## src/hw/rtl/sfsr_pkg.sv

```systemverilog
// ----------------------------------------------------------------------------
// sfsr_pkg
// Shared constants and types for the sync frame status receiver: frame
// layout codes, result kinds and the records passed between the parts.
// ----------------------------------------------------------------------------
package sfsr_pkg;

  // Longest frame accepted, in bytes, header and checksum included.
  localparam int FRAME_MAX = 64;

  // Byte index counter and frame total widths.
  localparam int CNT_W = $clog2(FRAME_MAX);
  localparam int TOT_W = 9;

  // Sync bytes and commands.
  localparam logic [7:0] SYNC_FIRST    = 8'h55;
  localparam logic [7:0] SYNC_SECOND   = 8'hAA;
  localparam logic [7:0] CMD_HEARTBEAT = 8'h00;
  localparam logic [7:0] CMD_STATUS    = 8'h07;

  // Frame layout.
  localparam logic [TOT_W-1:0] HDR_BYTES        = TOT_W'(7);
  localparam logic [TOT_W-1:0] STATUS_MIN_TOTAL = TOT_W'(12);
  localparam logic [CNT_W-1:0] IDX_CMD          = CNT_W'(3);
  localparam logic [CNT_W-1:0] IDX_LEN          = CNT_W'(5);
  localparam logic [CNT_W-1:0] IDX_DP           = CNT_W'(6);
  localparam logic [CNT_W-1:0] IDX_VAL_FIRST    = CNT_W'(10);
  localparam logic [CNT_W-1:0] IDX_VAL_LAST     = CNT_W'(13);

  // Data point numbers.
  localparam logic [7:0] DP_POWER   = 8'h01;
  localparam logic [7:0] DP_TARGET  = 8'h02;
  localparam logic [7:0] DP_CURRENT = 8'h03;
  localparam logic [7:0] DP_MODE    = 8'h04;
  localparam logic [7:0] DP_FAN     = 8'h05;
  localparam logic [7:0] DP_FAULT   = 8'h06;

  // Result kinds.
  localparam logic [2:0] KIND_HEARTBEAT = 3'd0;
  localparam logic [2:0] KIND_KNOWN     = 3'd1;
  localparam logic [2:0] KIND_UNKNOWN   = 3'd2;
  localparam logic [2:0] KIND_OTHER     = 3'd3;
  localparam logic [2:0] KIND_BAD_SUM   = 3'd4;
  localparam logic [2:0] KIND_OVERLONG  = 3'd5;

  // Frame event from the parser to the update stage.
  typedef struct packed {
    logic [2:0]  kind;
    logic [7:0]  dp;
    logic [7:0]  last_byte;
    logic [31:0] word;
  } event_t;

  // One complete result record.
  typedef struct packed {
    logic [2:0]         frame_kind;
    logic [7:0]         dp_id;
    logic [7:0]         power_state;
    logic signed [31:0] target_temp;
    logic signed [31:0] current_temp;
    logic [7:0]         mode_code;
    logic [7:0]         fan_code;
    logic [7:0]         fault_code;
    logic               online_flag;
    logic               changed_flag;
  } result_t;

endpackage

```

## src/hw/rtl/sfsr_front.sv

```systemverilog
// ----------------------------------------------------------------------------
// sfsr_front
// Byte parser: hunts for sync, tracks position, length, command, data point,
// value word and running sum, and classifies each finished or dropped frame.
// ----------------------------------------------------------------------------
module sfsr_front (
  input  logic                clk,
  input  logic                rst_n,
  input  logic                byte_vld,
  input  logic [7:0]          byte_in,
  output logic                ev_vld,
  output sfsr_pkg::event_t    ev
);

  logic [sfsr_pkg::CNT_W-1:0] cnt_r, cnt_nxt;
  logic [7:0]                 sum_r, sum_nxt;
  logic [7:0]                 len_r, len_nxt;
  logic [7:0]                 cmd_r, cmd_nxt;
  logic [7:0]                 dp_r, dp_nxt;
  logic [31:0]                val_r, val_nxt;
  logic [7:0]                 prev_r, prev_nxt;
  logic                       ev_vld_r, ev_vld_nxt;
  sfsr_pkg::event_t           ev_r, ev_nxt;

  logic [7:0]                 len_eff;
  logic [sfsr_pkg::TOT_W-1:0] total;
  logic [sfsr_pkg::TOT_W-1:0] idx_ext;
  logic                       past_len;
  logic                       overlong;
  logic                       final_byte;
  logic                       dp_known;
  logic [1:0]                 val_sel;

  // Frame total as seen on this beat (length taken on byte five).
  assign len_eff    = (cnt_r == sfsr_pkg::IDX_LEN) ? byte_in : len_r;
  assign total      = sfsr_pkg::HDR_BYTES + {1'b0, len_eff};
  assign idx_ext    = sfsr_pkg::TOT_W'(cnt_r);
  assign past_len   = (cnt_r >= sfsr_pkg::IDX_LEN);
  assign overlong   = past_len && (total > sfsr_pkg::TOT_W'(sfsr_pkg::FRAME_MAX));
  assign final_byte = past_len && ((idx_ext + sfsr_pkg::TOT_W'(1)) == total);
  assign dp_known   = (dp_r >= sfsr_pkg::DP_POWER) && (dp_r <= sfsr_pkg::DP_FAULT);
  assign val_sel    = 2'(cnt_r - sfsr_pkg::IDX_VAL_FIRST);

  // Next state of the parser for one accepted beat.
  always_comb begin
    cnt_nxt    = cnt_r;
    sum_nxt    = sum_r;
    len_nxt    = len_r;
    cmd_nxt    = cmd_r;
    dp_nxt     = dp_r;
    val_nxt    = val_r;
    prev_nxt   = prev_r;
    ev_vld_nxt = 1'b0;
    ev_nxt     = ev_r;
    if (byte_vld) begin
      prev_nxt = byte_in;
      if (cnt_r == '0) begin
        if (byte_in == sfsr_pkg::SYNC_FIRST) begin
          cnt_nxt = sfsr_pkg::CNT_W'(1);
          sum_nxt = sfsr_pkg::SYNC_FIRST;
          len_nxt = '0;
          cmd_nxt = '0;
          dp_nxt  = '0;
          val_nxt = '0;
        end
      end else if (cnt_r == sfsr_pkg::CNT_W'(1)) begin
        if (byte_in == sfsr_pkg::SYNC_SECOND) begin
          cnt_nxt = sfsr_pkg::CNT_W'(2);
          sum_nxt = sum_r + byte_in;
        end else if (byte_in != sfsr_pkg::SYNC_FIRST) begin
          cnt_nxt = '0;
        end
      end else begin
        if (cnt_r == sfsr_pkg::IDX_CMD) begin
          cmd_nxt = byte_in;
        end
        len_nxt = len_eff;
        ev_nxt.last_byte = prev_r;
        ev_nxt.word      = val_r;
        if (overlong) begin
          cnt_nxt    = '0;
          ev_vld_nxt = 1'b1;
          ev_nxt.kind = sfsr_pkg::KIND_OVERLONG;
          ev_nxt.dp   = '0;
        end else if (final_byte) begin
          cnt_nxt    = '0;
          ev_vld_nxt = 1'b1;
          ev_nxt.dp  = '0;
          if (byte_in != sum_r) begin
            ev_nxt.kind = sfsr_pkg::KIND_BAD_SUM;
          end else if (cmd_r == sfsr_pkg::CMD_HEARTBEAT) begin
            ev_nxt.kind = sfsr_pkg::KIND_HEARTBEAT;
          end else if (cmd_r == sfsr_pkg::CMD_STATUS) begin
            if (total < sfsr_pkg::STATUS_MIN_TOTAL) begin
              ev_nxt.kind = sfsr_pkg::KIND_UNKNOWN;
            end else begin
              ev_nxt.dp   = dp_r;
              ev_nxt.kind = dp_known ? sfsr_pkg::KIND_KNOWN : sfsr_pkg::KIND_UNKNOWN;
            end
          end else begin
            ev_nxt.kind = sfsr_pkg::KIND_OTHER;
          end
        end else begin
          if (cnt_r == sfsr_pkg::IDX_DP) begin
            dp_nxt = byte_in;
          end
          // Value bytes ten to thirteen fill the word most significant first.
          if ((cnt_r >= sfsr_pkg::IDX_VAL_FIRST) && (cnt_r <= sfsr_pkg::IDX_VAL_LAST)) begin
            case (val_sel)
              2'd0:    val_nxt[31:24] = byte_in;
              2'd1:    val_nxt[23:16] = byte_in;
              2'd2:    val_nxt[15:8]  = byte_in;
              default: val_nxt[7:0]   = byte_in;
            endcase
          end
          sum_nxt = sum_r + byte_in;
          cnt_nxt = cnt_r + sfsr_pkg::CNT_W'(1);
        end
      end
    end
  end

  // Control state.
  always_ff @(posedge clk) begin
    if (!rst_n) begin
      cnt_r    <= '0;
      sum_r    <= '0;
      len_r    <= '0;
      cmd_r    <= '0;
      dp_r     <= '0;
      val_r    <= '0;
      prev_r   <= '0;
      ev_vld_r <= 1'b0;
    end else begin
      cnt_r    <= cnt_nxt;
      sum_r    <= sum_nxt;
      len_r    <= len_nxt;
      cmd_r    <= cmd_nxt;
      dp_r     <= dp_nxt;
      val_r    <= val_nxt;
      prev_r   <= prev_nxt;
      ev_vld_r <= ev_vld_nxt;
    end
  end

  // Event payload.
  always_ff @(posedge clk) begin
    ev_r <= ev_nxt;
  end

  assign ev_vld = ev_vld_r;
  assign ev     = ev_r;

endmodule

```

## src/hw/rtl/sfsr_evq.sv

```systemverilog
// ----------------------------------------------------------------------------
// sfsr_evq
// Two-entry queue of frame events between the parser and the update stage.
// ----------------------------------------------------------------------------
module sfsr_evq (
  input  logic             clk,
  input  logic             rst_n,
  input  logic             wr_en,
  input  sfsr_pkg::event_t wr_data,
  input  logic             rd_en,
  output sfsr_pkg::event_t rd_data,
  output logic             q_full,
  output logic             q_empty
);

  sfsr_pkg::event_t ent_r [2];
  logic             wr_ptr_r, wr_ptr_nxt;
  logic             rd_ptr_r, rd_ptr_nxt;
  logic [1:0]       cnt_r, cnt_nxt;
  logic             do_wr;
  logic             do_rd;

  assign q_full  = (cnt_r == 2'd2);
  assign q_empty = (cnt_r == 2'd0);
  assign do_wr   = wr_en && !q_full;
  assign do_rd   = rd_en && !q_empty;

  // Pointer and occupancy update.
  always_comb begin
    wr_ptr_nxt = wr_ptr_r ^ do_wr;
    rd_ptr_nxt = rd_ptr_r ^ do_rd;
    cnt_nxt    = cnt_r + 2'(do_wr) - 2'(do_rd);
  end

  always_ff @(posedge clk) begin
    if (!rst_n) begin
      wr_ptr_r <= 1'b0;
      rd_ptr_r <= 1'b0;
      cnt_r    <= 2'd0;
    end else begin
      wr_ptr_r <= wr_ptr_nxt;
      rd_ptr_r <= rd_ptr_nxt;
      cnt_r    <= cnt_nxt;
    end
  end

  // Entry storage.
  always_ff @(posedge clk) begin
    if (do_wr) begin
      ent_r[wr_ptr_r] <= wr_data;
    end
  end

  assign rd_data = ent_r[rd_ptr_r];

endmodule

```

## src/hw/rtl/sfsr_back.sv

```systemverilog
// ----------------------------------------------------------------------------
// sfsr_back
// Update stage: applies each frame event to the stored values and flags and
// queues the full result record for the output side.
// ----------------------------------------------------------------------------
module sfsr_back (
  input  logic              clk,
  input  logic              rst_n,
  input  logic              ev_empty,
  input  sfsr_pkg::event_t  ev,
  output logic              ev_take,
  input  logic              res_pop,
  output logic              res_empty,
  output sfsr_pkg::result_t res
);

  logic [7:0]         power_r, power_nxt;
  logic signed [31:0] target_r, target_nxt;
  logic signed [31:0] current_r, current_nxt;
  logic [7:0]         mode_r, mode_nxt;
  logic [7:0]         fan_r, fan_nxt;
  logic [7:0]         fault_r, fault_nxt;
  logic               online_r, online_nxt;
  logic               changed_r, changed_nxt;

  sfsr_pkg::result_t  ent_r [2];
  sfsr_pkg::result_t  new_res;
  logic               wr_ptr_r, rd_ptr_r;
  logic [1:0]         cnt_r, cnt_nxt;
  logic               do_rd;

  assign ev_take   = !ev_empty && (cnt_r != 2'd2);
  assign res_empty = (cnt_r == 2'd0);
  assign do_rd     = res_pop && !res_empty;

  // Stored value update for the event taken this cycle.
  always_comb begin
    power_nxt   = power_r;
    target_nxt  = target_r;
    current_nxt = current_r;
    mode_nxt    = mode_r;
    fan_nxt     = fan_r;
    fault_nxt   = fault_r;
    online_nxt  = online_r;
    changed_nxt = changed_r;
    if (ev_take) begin
      if (ev.kind == sfsr_pkg::KIND_HEARTBEAT) begin
        online_nxt = 1'b1;
      end
      if (ev.kind == sfsr_pkg::KIND_KNOWN) begin
        changed_nxt = 1'b1;
        unique case (ev.dp)
          sfsr_pkg::DP_POWER:   power_nxt   = ev.last_byte;
          sfsr_pkg::DP_TARGET:  target_nxt  = ev.word;
          sfsr_pkg::DP_CURRENT: current_nxt = ev.word;
          sfsr_pkg::DP_MODE:    mode_nxt    = ev.last_byte;
          sfsr_pkg::DP_FAN:     fan_nxt     = ev.last_byte;
          sfsr_pkg::DP_FAULT:   fault_nxt   = ev.last_byte;
          default:              changed_nxt = changed_r;
        endcase
      end
    end
  end

  // Result record carries the values after this frame's update.
  always_comb begin
    new_res.frame_kind   = ev.kind;
    new_res.dp_id        = ev.dp;
    new_res.power_state  = power_nxt;
    new_res.target_temp  = target_nxt;
    new_res.current_temp = current_nxt;
    new_res.mode_code    = mode_nxt;
    new_res.fan_code     = fan_nxt;
    new_res.fault_code   = fault_nxt;
    new_res.online_flag  = online_nxt;
    new_res.changed_flag = changed_nxt;
    cnt_nxt              = cnt_r + 2'(ev_take) - 2'(do_rd);
  end

  // Stored values, flags and result queue control.
  always_ff @(posedge clk) begin
    if (!rst_n) begin
      power_r   <= '0;
      target_r  <= '0;
      current_r <= '0;
      mode_r    <= '0;
      fan_r     <= '0;
      fault_r   <= '0;
      online_r  <= 1'b0;
      changed_r <= 1'b0;
      wr_ptr_r  <= 1'b0;
      rd_ptr_r  <= 1'b0;
      cnt_r     <= 2'd0;
    end else begin
      power_r   <= power_nxt;
      target_r  <= target_nxt;
      current_r <= current_nxt;
      mode_r    <= mode_nxt;
      fan_r     <= fan_nxt;
      fault_r   <= fault_nxt;
      online_r  <= online_nxt;
      changed_r <= changed_nxt;
      wr_ptr_r  <= wr_ptr_r ^ ev_take;
      rd_ptr_r  <= rd_ptr_r ^ do_rd;
      cnt_r     <= cnt_nxt;
    end
  end

  // Result queue storage.
  always_ff @(posedge clk) begin
    if (ev_take) begin
      ent_r[wr_ptr_r] <= new_res;
    end
  end

  assign res = ent_r[rd_ptr_r];

endmodule

```

## src/hw/rtl/sync_frame_status_receiver.sv

```systemverilog
// ----------------------------------------------------------------------------
// sync_frame_status_receiver
// Serial frame receiver for a status-reporting climate unit: parses sync,
// length, command and first data point, checks the checksum, keeps the
// stored values and gives one result record per finished or dropped frame.
// ----------------------------------------------------------------------------
//
//   Channel  | Handshake           | Payload
//   ---------+---------------------+--------------------------------------
//   input    | push / full         | in_rx_byte
//   result   | pop / empty         | out_frame_kind ... out_changed_flag
//
// One byte is taken per cycle while full is low; the parser keeps its whole
// frame context in registers, so back-to-back beats never stall it. Results
// pass the event register, event queue and result queue. full rises only
// when the two-entry event queue is occupied, which needs the result side to
// hold pop low over several frames. Reset is synchronous and clears all
// stored values and flags; the receiver restarts hunting for sync.
//
module sync_frame_status_receiver (
  input  logic               clk,
  input  logic               rst_n,
  input  logic               push,
  output logic               full,
  input  logic [7:0]         in_rx_byte,
  output logic               empty,
  input  logic               pop,
  output logic [2:0]         out_frame_kind,
  output logic [7:0]         out_dp_id,
  output logic [7:0]         out_power_state,
  output logic signed [31:0] out_target_temp,
  output logic signed [31:0] out_current_temp,
  output logic [7:0]         out_mode_code,
  output logic [7:0]         out_fan_code,
  output logic [7:0]         out_fault_code,
  output logic               out_online_flag,
  output logic               out_changed_flag
);

  logic              in_beat;
  logic              ev_vld;
  sfsr_pkg::event_t  ev_in;
  sfsr_pkg::event_t  ev_out;
  logic              ev_full;
  logic              ev_empty;
  logic              ev_take;
  sfsr_pkg::result_t res;

  assign in_beat = push && !full;
  assign full    = ev_full;

  // Front: byte parser and classifier.
  sfsr_front u_front (
    .clk      (clk),
    .rst_n    (rst_n),
    .byte_vld (in_beat),
    .byte_in  (in_rx_byte),
    .ev_vld   (ev_vld),
    .ev       (ev_in)
  );

  // Event queue between parser and update stage.
  sfsr_evq u_evq (
    .clk     (clk),
    .rst_n   (rst_n),
    .wr_en   (ev_vld),
    .wr_data (ev_in),
    .rd_en   (ev_take),
    .rd_data (ev_out),
    .q_full  (ev_full),
    .q_empty (ev_empty)
  );

  // Back: stored value update and result queue.
  sfsr_back u_back (
    .clk       (clk),
    .rst_n     (rst_n),
    .ev_empty  (ev_empty),
    .ev        (ev_out),
    .ev_take   (ev_take),
    .res_pop   (pop),
    .res_empty (empty),
    .res       (res)
  );

  // Result record onto the ports.
  assign out_frame_kind   = res.frame_kind;
  assign out_dp_id        = res.dp_id;
  assign out_power_state  = res.power_state;
  assign out_target_temp  = res.target_temp;
  assign out_current_temp = res.current_temp;
  assign out_mode_code    = res.mode_code;
  assign out_fan_code     = res.fan_code;
  assign out_fault_code   = res.fault_code;
  assign out_online_flag  = res.online_flag;
  assign out_changed_flag = res.changed_flag;

`ifndef SYNTHESIS
  // The parser never emits an event while the queue is full.
  a_no_ev_overflow: assert property (@(posedge clk) disable iff (!rst_n)
    ev_vld |-> !$past(ev_full))
    else $error("frame event written into a full queue");

  // The online flag is sticky across successive results.
  a_online_sticky: assert property (@(posedge clk) disable iff (!rst_n)
    (!empty && out_online_flag) |=> (empty || out_online_flag))
    else $error("online flag dropped between results");

  // A data point number is only reported for status frames.
  a_dp_only_status: assert property (@(posedge clk) disable iff (!rst_n)
    (!empty && (out_dp_id != 8'h00)) |->
      ((out_frame_kind == sfsr_pkg::KIND_KNOWN) ||
       (out_frame_kind == sfsr_pkg::KIND_UNKNOWN)))
    else $error("data point reported on a non-status result");
`endif

endmodule
```

## config.mk

```make
export PLATFORM = sky130hd
export DESIGN_NAME = sync_frame_status_receiver
export DESIGN_NICKNAME = d
export VERILOG_FILES = /design/src/hw/rtl/sfsr_pkg.sv /design/src/hw/rtl/sfsr_front.sv /design/src/hw/rtl/sfsr_evq.sv /design/src/hw/rtl/sfsr_back.sv /design/src/hw/rtl/sync_frame_status_receiver.sv
export SDC_FILE = /design/constraint.sdc
export NUM_CORES = 1
export LEC_CHECK = 0
export ABC_AREA = 1
export BUFFER_PORTS_ARGS = -buffer_cell sky130_fd_sc_hd__buf_2
export CAP_MARGIN = 20
export CORE_MARGIN = 2
export CORE_UTILIZATION = 35
export CTS_CLUSTER_DIAMETER = 30
export DETAILED_ROUTE_END_ITERATION = 6
export HOLD_SLACK_MARGIN = 0.08
export PLACE_DENSITY = 0.52
export SETUP_SLACK_MARGIN = 0.05
export SLEW_MARGIN = 20
export SYNTH_ARGS = -nofsm -noshare
export SYNTH_HDL_FRONTEND = slang
export SYNTH_SLANG_ARGS = --single-unit
```

## constraint.sdc

```tcl
create_clock -name clk -period 4.3 [get_ports clk]
set_input_delay 0.43 -clock clk [delete_from_list [all_inputs] [get_ports clk]]
set_output_delay 0.43 -clock clk [all_outputs]
set_load 0.03 [all_outputs]
```

==> flow_summary.ini, run 1 <==
[grt]
track_usage = 0.1449
grt_first_pass_wirelength_mm = 76.95
grt_pass1_vias = 14140
grt_max_degree = 80
antenna_found_initial = 0
overflow = 0

[drt]
avgRoutedWirePerCell_um = 15.78
route.detailed.drc = 0
drtAntennaViolNets = 0
drt_wl_total_mm = 48.19
drt_iter0_drc = 874
vias = 14070
routed_via_density = 4.609
firstDrtPassIters = 5

[timing]
tns_ns = 0
fin_ws_ns = 0.7836
rsz0062_at_grt = no
fmax_mhz = 284.4
final-hold-violation-count = 0
layout_min_cycle_time_ns = 3.516
slew_headroom = 0.2355
worst_pin_slew_ns = 1.115
setup_viol = 0
fin_crit_sh = 0.8178
drv_slew = 0
fin_skew_ns = 0.02892

[synth]
synth_top_area_cell = edfxtp_1
syn_area_sq_um = 22680
synth.avg_cell_area_sq_um = 11.77
synth_seq_cells = 558
synth_nets = 1961
netlist_top_cells_area = edfxtp_1 (49%), dfxtp_1 (17%), mux2_2 (5.4%)
yosysWarnings = 0
ys.flop_type = edfxtp_1
syn_inst = 1926
synth.top_cell.area_share = 0.4913
synth_edf_count = 371
yosysSeqAreaShare = 0.6563
synth_common_cells = edfxtp_1 (371), inv_1 (238), nand2_1 (237)
synth_cell_types = 45
postSynth.asyncResetShare = 0
yosysMostFrequentCell = edfxtp_1

[final_layout]
layout.cells.non_filler = 3053
final_nets = 2136
syn2layout_area_growth_pct = 23.62
n_antenna_cell = 0
drive_gt1_frac = 0.2675

[power_and_ir_drop]
p_total_w = 0.02080
leakagePower_nw = 11.19
ir_worst_vdd_uv = 342.6
pwr_density_cell_nw_per_um2 = 742.0

[place]
dp_hpwl_mm = 30.54
gp_congestion = 0.8190
dpl_worst_slack_ns = 0.7664
port_buffers = 122
placed_cells = 2845

[clock_network]
insertion_delay_ns = 0.63
cts_hold_buf = 0
cts_buffer_depth = 3
post_cts_buffers = 0
clock_sinks = 558
post_cts_resized = 0
cts_buffers = 109
cts-root-buf = clkbuf_16
clk_pin_slew_ns = 0.05
htreeDepth = 3
cts_tree = done

[floorplan]
die_w_um = 258.5
core_sq_um = 64230
io_pins = 123
chipHeight_um = 258.5
initial_utilization = 0.3531
dieArea_sq_um = 66850
rows = 93

[critical_path]
cp-end-kind = flop
arrival_ns = 4.00
required_ns = 4.79
critPathMaxFanout = 23
cp-start-kind = flop
worstSetupPathType = flop to flop

[run]
maxCapViolCount = 0

[hold_path]
hp-class = primary input to flop

[run_status]
status = completed
## sequential cells by signal (all words and copies together) (netlist names), 2 cells and up, named ones only
| name | count |
|---|---|
| u_front.cnt_r | 6 |
| u_front.cmd_r | 8 |
| u_front.dp_r | 8 |
| u_front.ev | 51 |
| u_back.mode_r | 8 |
| u_evq.ent_r | 102 |
| u_front.val_r | 32 |
| u_back.cnt_r | 2 |
| u_back.power_r | 8 |
| u_front.prev_r | 8 |
| u_back.fault_r | 8 |
| u_back.fan_r | 8 |
| u_evq.cnt_r | 2 |
| u_front.len_r | 8 |
| u_front.sum_r | 8 |
| u_back.ent_r | 218 |
| u_back.target_r | 32 |
| u_back.current_r | 32 |
## report_power, final
part	total, W	internal (W)	switching, W
combinational	0.00474	0.00145	0.00329
sequential	0.00756	0.00709	0.000470
clock	0.00850	0.00573	0.00278
total	0.0208	0.0143	0.00654
## per-stage QoR
stage	hold WS, ns	area, sq um	utilization
after floorplan	0.4030	22680	-
after detailed placement	0.4132	24250	0.3776
after global placement	0.4097	24230	0.3772
after global routing	0.1626	28040	0.4365
after CTS	0.1375	28040	0.4365
final	0.1870	28040	0.4365
## cell usage in the layout (no fill, tap or decap), types with 2 or more instances in the layout
cell type | Yosys | final
inv_1 | 238 | 237
nor2_1 | 132 | 130
edfxtp_1 | 371 | 371
nand3b_1 | 2 | 2
nand4_1 | 31 | 31
clkinv_4 | 0 | 10
o211ai_1 | 2 | 2
nor4_1 | 7 | 7
buf_2 | 25 | 122
nand2_2 | 8 | 8
nand2_1 | 237 | 237
buf_4 | 3 | 19
clkinvlp_4 | 0 | 7
clkbuf_1 | 40 | 22
mux2i_1 | 42 | 42
xnor2_1 | 3 | 3
a21oi_1 | 133 | 133
ha_1 | 22 | 18
nand3_2 | 9 | 9
clkinv_1 | 1 | 3
nor2_2 | 10 | 10
clkbuf_8 | 0 | 9
bufinv_16 | 0 | 13
inv_2 | 5 | 6
o21ai_0 | 38 | 38
ha_4 | 0 | 4
a211oi_1 | 89 | 89
nand3_1 | 31 | 31
xor2_1 | 8 | 8
inv_6 | 0 | 15
mux2_2 | 109 | 109
clkbuf_16 | 0 | 112
buf_12 | 0 | 5
nor2_4 | 2 | 4
nand3_4 | 4 | 4
nor3_1 | 9 | 9
dfxtp_1 | 187 | 185
a31oi_1 | 5 | 5
or2_2 | 98 | 98
clkinv_2 | 0 | 16
## final timing paths
path,from,to,slack (ns),cells past startpoint
worst max-delay path,u_front.cnt_r[0]$_SDFFE_PN0P_,u_front.ev[41]$_SDFFCE_PP0P_,0.78,17
worst min-delay path,in_rx_byte[3],u_front.prev_r[3]$_SDFFE_PN0P_,0.19,3
worst max register to register,u_front.cnt_r[0]$_SDFFE_PN0P_,u_front.ev[41]$_SDFFCE_PP0P_,0.78,17
worst min register to register,u_front.val_r[30]$_SDFFE_PN0P_,u_front.ev[30]$_DFFE_PP_,0.43,0
## layer usage
metal / up-vias / global-route usage / routed length [um]
li1: 7012 / - / -
met1: 6713 / 0.1868 / 21960
met2: 281 / 0.2397 / 23280
met3: 66 / 0.03189 / 2012
met4: 0 / 0.05234 / 940
met5: - / 0 / 0
## kinds of logic (layout without fill, tap and decap cells)
group / Yosys count / after routing / share of synthesized area
adders and majority gates: 23 / 23 / 0.01302
buffers and inverters: 327 / 599 / 0.05926
xor gates and xnor gates: 11 / 11 / 0.004249
and+or+nand+nor: 584 / 584 / 0.1237
muxes: 151 / 151 / 0.07266
AOI/OAI and AO/OA: 272 / 272 / 0.07079
DFF: 558 / 558 / 0.6563
## cell type report
type	count	area, sq um
Inverter	245	923.4
Clock buffer	143	3009
Fill cell	5941	36200
Tap cell	855	1070
Multi-Input combinational cell	1041	6515
Sequential cell	558	14890
Clock inverter	65	775.7
Timing Repair Buffer	146	853.3
## critical path, cell delays in order, from the launching register on
cell and delay (ns):
dfxtp_1 0.48, ha_1 0.44, nand2_1 0.12, nor2_1 0.25, nand2_1 0.09, nand2_1 0.15, ha_1 0.21, nand3_2 0.12
nand2_1 0.12, nand2_1 0.08, nand2_2 0.09, nand2_1 0.07, nor2_2 0.09, nand3_2 0.11, nand3_4 0.27, nand3_1 0.14
or2_1 0.39, nor2_2 0.14
Power figures use the tool's default switching activity.
==> run 2: changes to the inputs <==
==> constraint.sdc (replaced) <==
create_clock -name clk -period 3.2 [get_ports clk]
set_input_delay 0.32 -clock clk [delete_from_list [all_inputs] [get_ports clk]]
set_output_delay 0.32 -clock clk [all_outputs]
set_load 0.03 [all_outputs]
==> run 2 against run 1 <==
Compared with the run above: fmax grew 19%; register-to-register slack lost 0.53 ns; total power grew 35%; clock power grew 34%; die area is the same; worst setup slack lost 0.53 ns; design area grew 1.8%; critical path type unchanged; critical endpoint is now u_back.ent_r[1][49]$_DFFE_PP_; largest power group unchanged.
==> flow_summary.ini, run 2 (synthesized netlist as in run 1, its figures left out) <==
[run_status]
status = completed

[hold_path]
hp-class = primary input to flop

[timing]
fin_skew_ns = 0.03120
final-hold-violation-count = 0
slew_headroom = 0.4315
fmax_mhz = 339.5
whs_ns = 0.1324
layout_min_cycle_time_ns = 2.946
setup_viol = 0
rsz0062_at_grt = yes
tns_ns = 0
drv_slew = 0
fin_crit_sh = 0.9206
worst_pin_slew_ns = 0.8528

[final_layout]
final_nets = 2185
top_register = u_back.ent_r
syn2layout_area_growth_pct = 25.84
design_area_sq_um = 28540
layout_commonest_cell = edfxtp_1
layout_common_cells = edfxtp_1 (371), inv_1 (237), nand2_1 (237), dfxtp_1 (185), a21oi_1 (133)
drive_gt1_frac = 0.2819
n_antenna_cell = 0
largest_reg_flops = 218
layout.cells.non_filler = 3097
nFillCells = 5924

[grt]
grt_pass1_vias = 14220
grt_max_degree = 74
antenna_found_initial = 0
grt_first_pass_wirelength_mm = 77.19
track_usage = 0.1459
overflow = 0

[critical_path]
required_ns = 3.63
cp-start-kind = flop
arrival_ns = 3.38
cp-end-kind = flop
critPathMaxFanout = 21
worstSetupPathType = flop to flop

[clock_network]
cts_tree = done
cts_buffer_depth = 3
htreeDepth = 3
clock_sinks = 558
cts_buffers = 105
clk_pin_slew_ns = 0.05
cts-root-buf = clkbuf_16
insertion_delay_ns = 0.65

[place]
gp_congestion = 0.8188
placed_area_sq_um = 24580
placed_cells = 2884
dp_hpwl_mm = 31.62
port_buffers = 122

[drt]
vias = 14240
routed_via_density = 4.599
drtAntennaViolNets = 0
drt_iter0_drc = 903
drt_wl_total_mm = 48.92
avgRoutedWirePerCell_um = 15.80
firstDrtPassIters = 5
route.detailed.drc = 0

[floorplan]
die_w_um = 258.5
core_sq_um = 64230
rows = 93
chipHeight_um = 258.5
dieArea_sq_um = 66850
io_pins = 123
initial_utilization = 0.3531

[power_and_ir_drop]
p_total_w = 0.02813
leakagePower_nw = 11.42
pwr_density_cell_nw_per_um2 = 985.6
ir_worst_vdd_uv = 458.8

[run]
maxCapViolCount = 0
==> run 2: cell count changes in the layout (fill, tap and decap cells not counted), sizes merged <==
cell / before / now
buf: 146 / 193
clkbuf: 143 / 117
bufinv: 13 / 18
clkinv: 30 / 40
dlygate4sd3: 0 / 6
inv: 260 / 250
clkinvlp: 7 / 19
==> run 2: path summary, 6_finish.rpt <==
kind	endpoint	slack, ns	from	depth (start not counted)
max reg2reg	u_back.ent_r[1][49]$_DFFE_PP_	0.25	flop	8
min reg2reg	u_front.ev[31]$_DFFE_PP_	0.42	u_front.val_r[31]$_SDFFE_PN0P_	0
max	u_back.ent_r[1][49]$_DFFE_PP_	0.25	flop	8
min	u_front.prev_r[6]$_SDFFE_PN0P_	0.13	in_rx_byte[6]	3
==> run 2: timing repair <==
action	CTS	global route
hold endpoints to repair	7	0
resized for setup	0	6
hold buffers	6	0
buffers inserted	0	8
endpoints found under the setup margin	0	86
==> run 2: area by class of cell <==
type / count / area (sq um) / share of cell area
flip-flops and latches: 558 / 14890 / 0.5217
well taps: 855 / 1070 / 0.03749
inverters: 245 / 923.4 / 0.03236
clock inverters: 82 / 1054 / 0.03692
multi-input cells: 1041 / 6533 / 0.2289
clock buffers: 117 / 2713 / 0.09505
repair buffers: 199 / 1358 / 0.04757
==> run 2: through the flow <==
step	setup WS (ns)	utilization
floorplan	-0.4660	-
global route	0.01732	0.4443
finish	0.2542	0.4443
CTS	0.1450	0.4423
global placement	0.1843	0.3827
detailed placement	0.1346	0.3827
==> run 2: metal layers <==
| metal | vias to the layer above | global-route usage | part of all wire |
|---|---|---|---|
| met3 | 72 | 0.02719 | 0.038 |
| met5 | - | 0 | 0 |
| met4 | 0 | 0.05700 | 0.022 |
| li1 | 7104 | - | - |
| met2 | 258 | 0.2461 | 0.49 |
| met1 | 6809 | 0.1856 | 0.45 |
==> run 2: worst max-delay path: stages, from the launching register on <==
cell	delay (ns)
dfxtp_2	0.55
o21ai_0	0.32
nor4_4	0.54
nand4_1	0.26
nor2_4	0.35
buf_4	0.25
or2_2	0.12
inv_1	0.04
a21oi_1	0.28
==> run 2: power breakdown <==
| group | internal, W | switching, W | total [W] |
|---|---|---|---|
| Combinational | 0.00213 | 0.00452 | 0.00666 |
| Clock | 0.00760 | 0.00378 | 0.0114 |
| Sequential | 0.00951 | 0.000586 | 0.0101 |
| Total | 0.0192 | 0.00889 | 0.0281 |
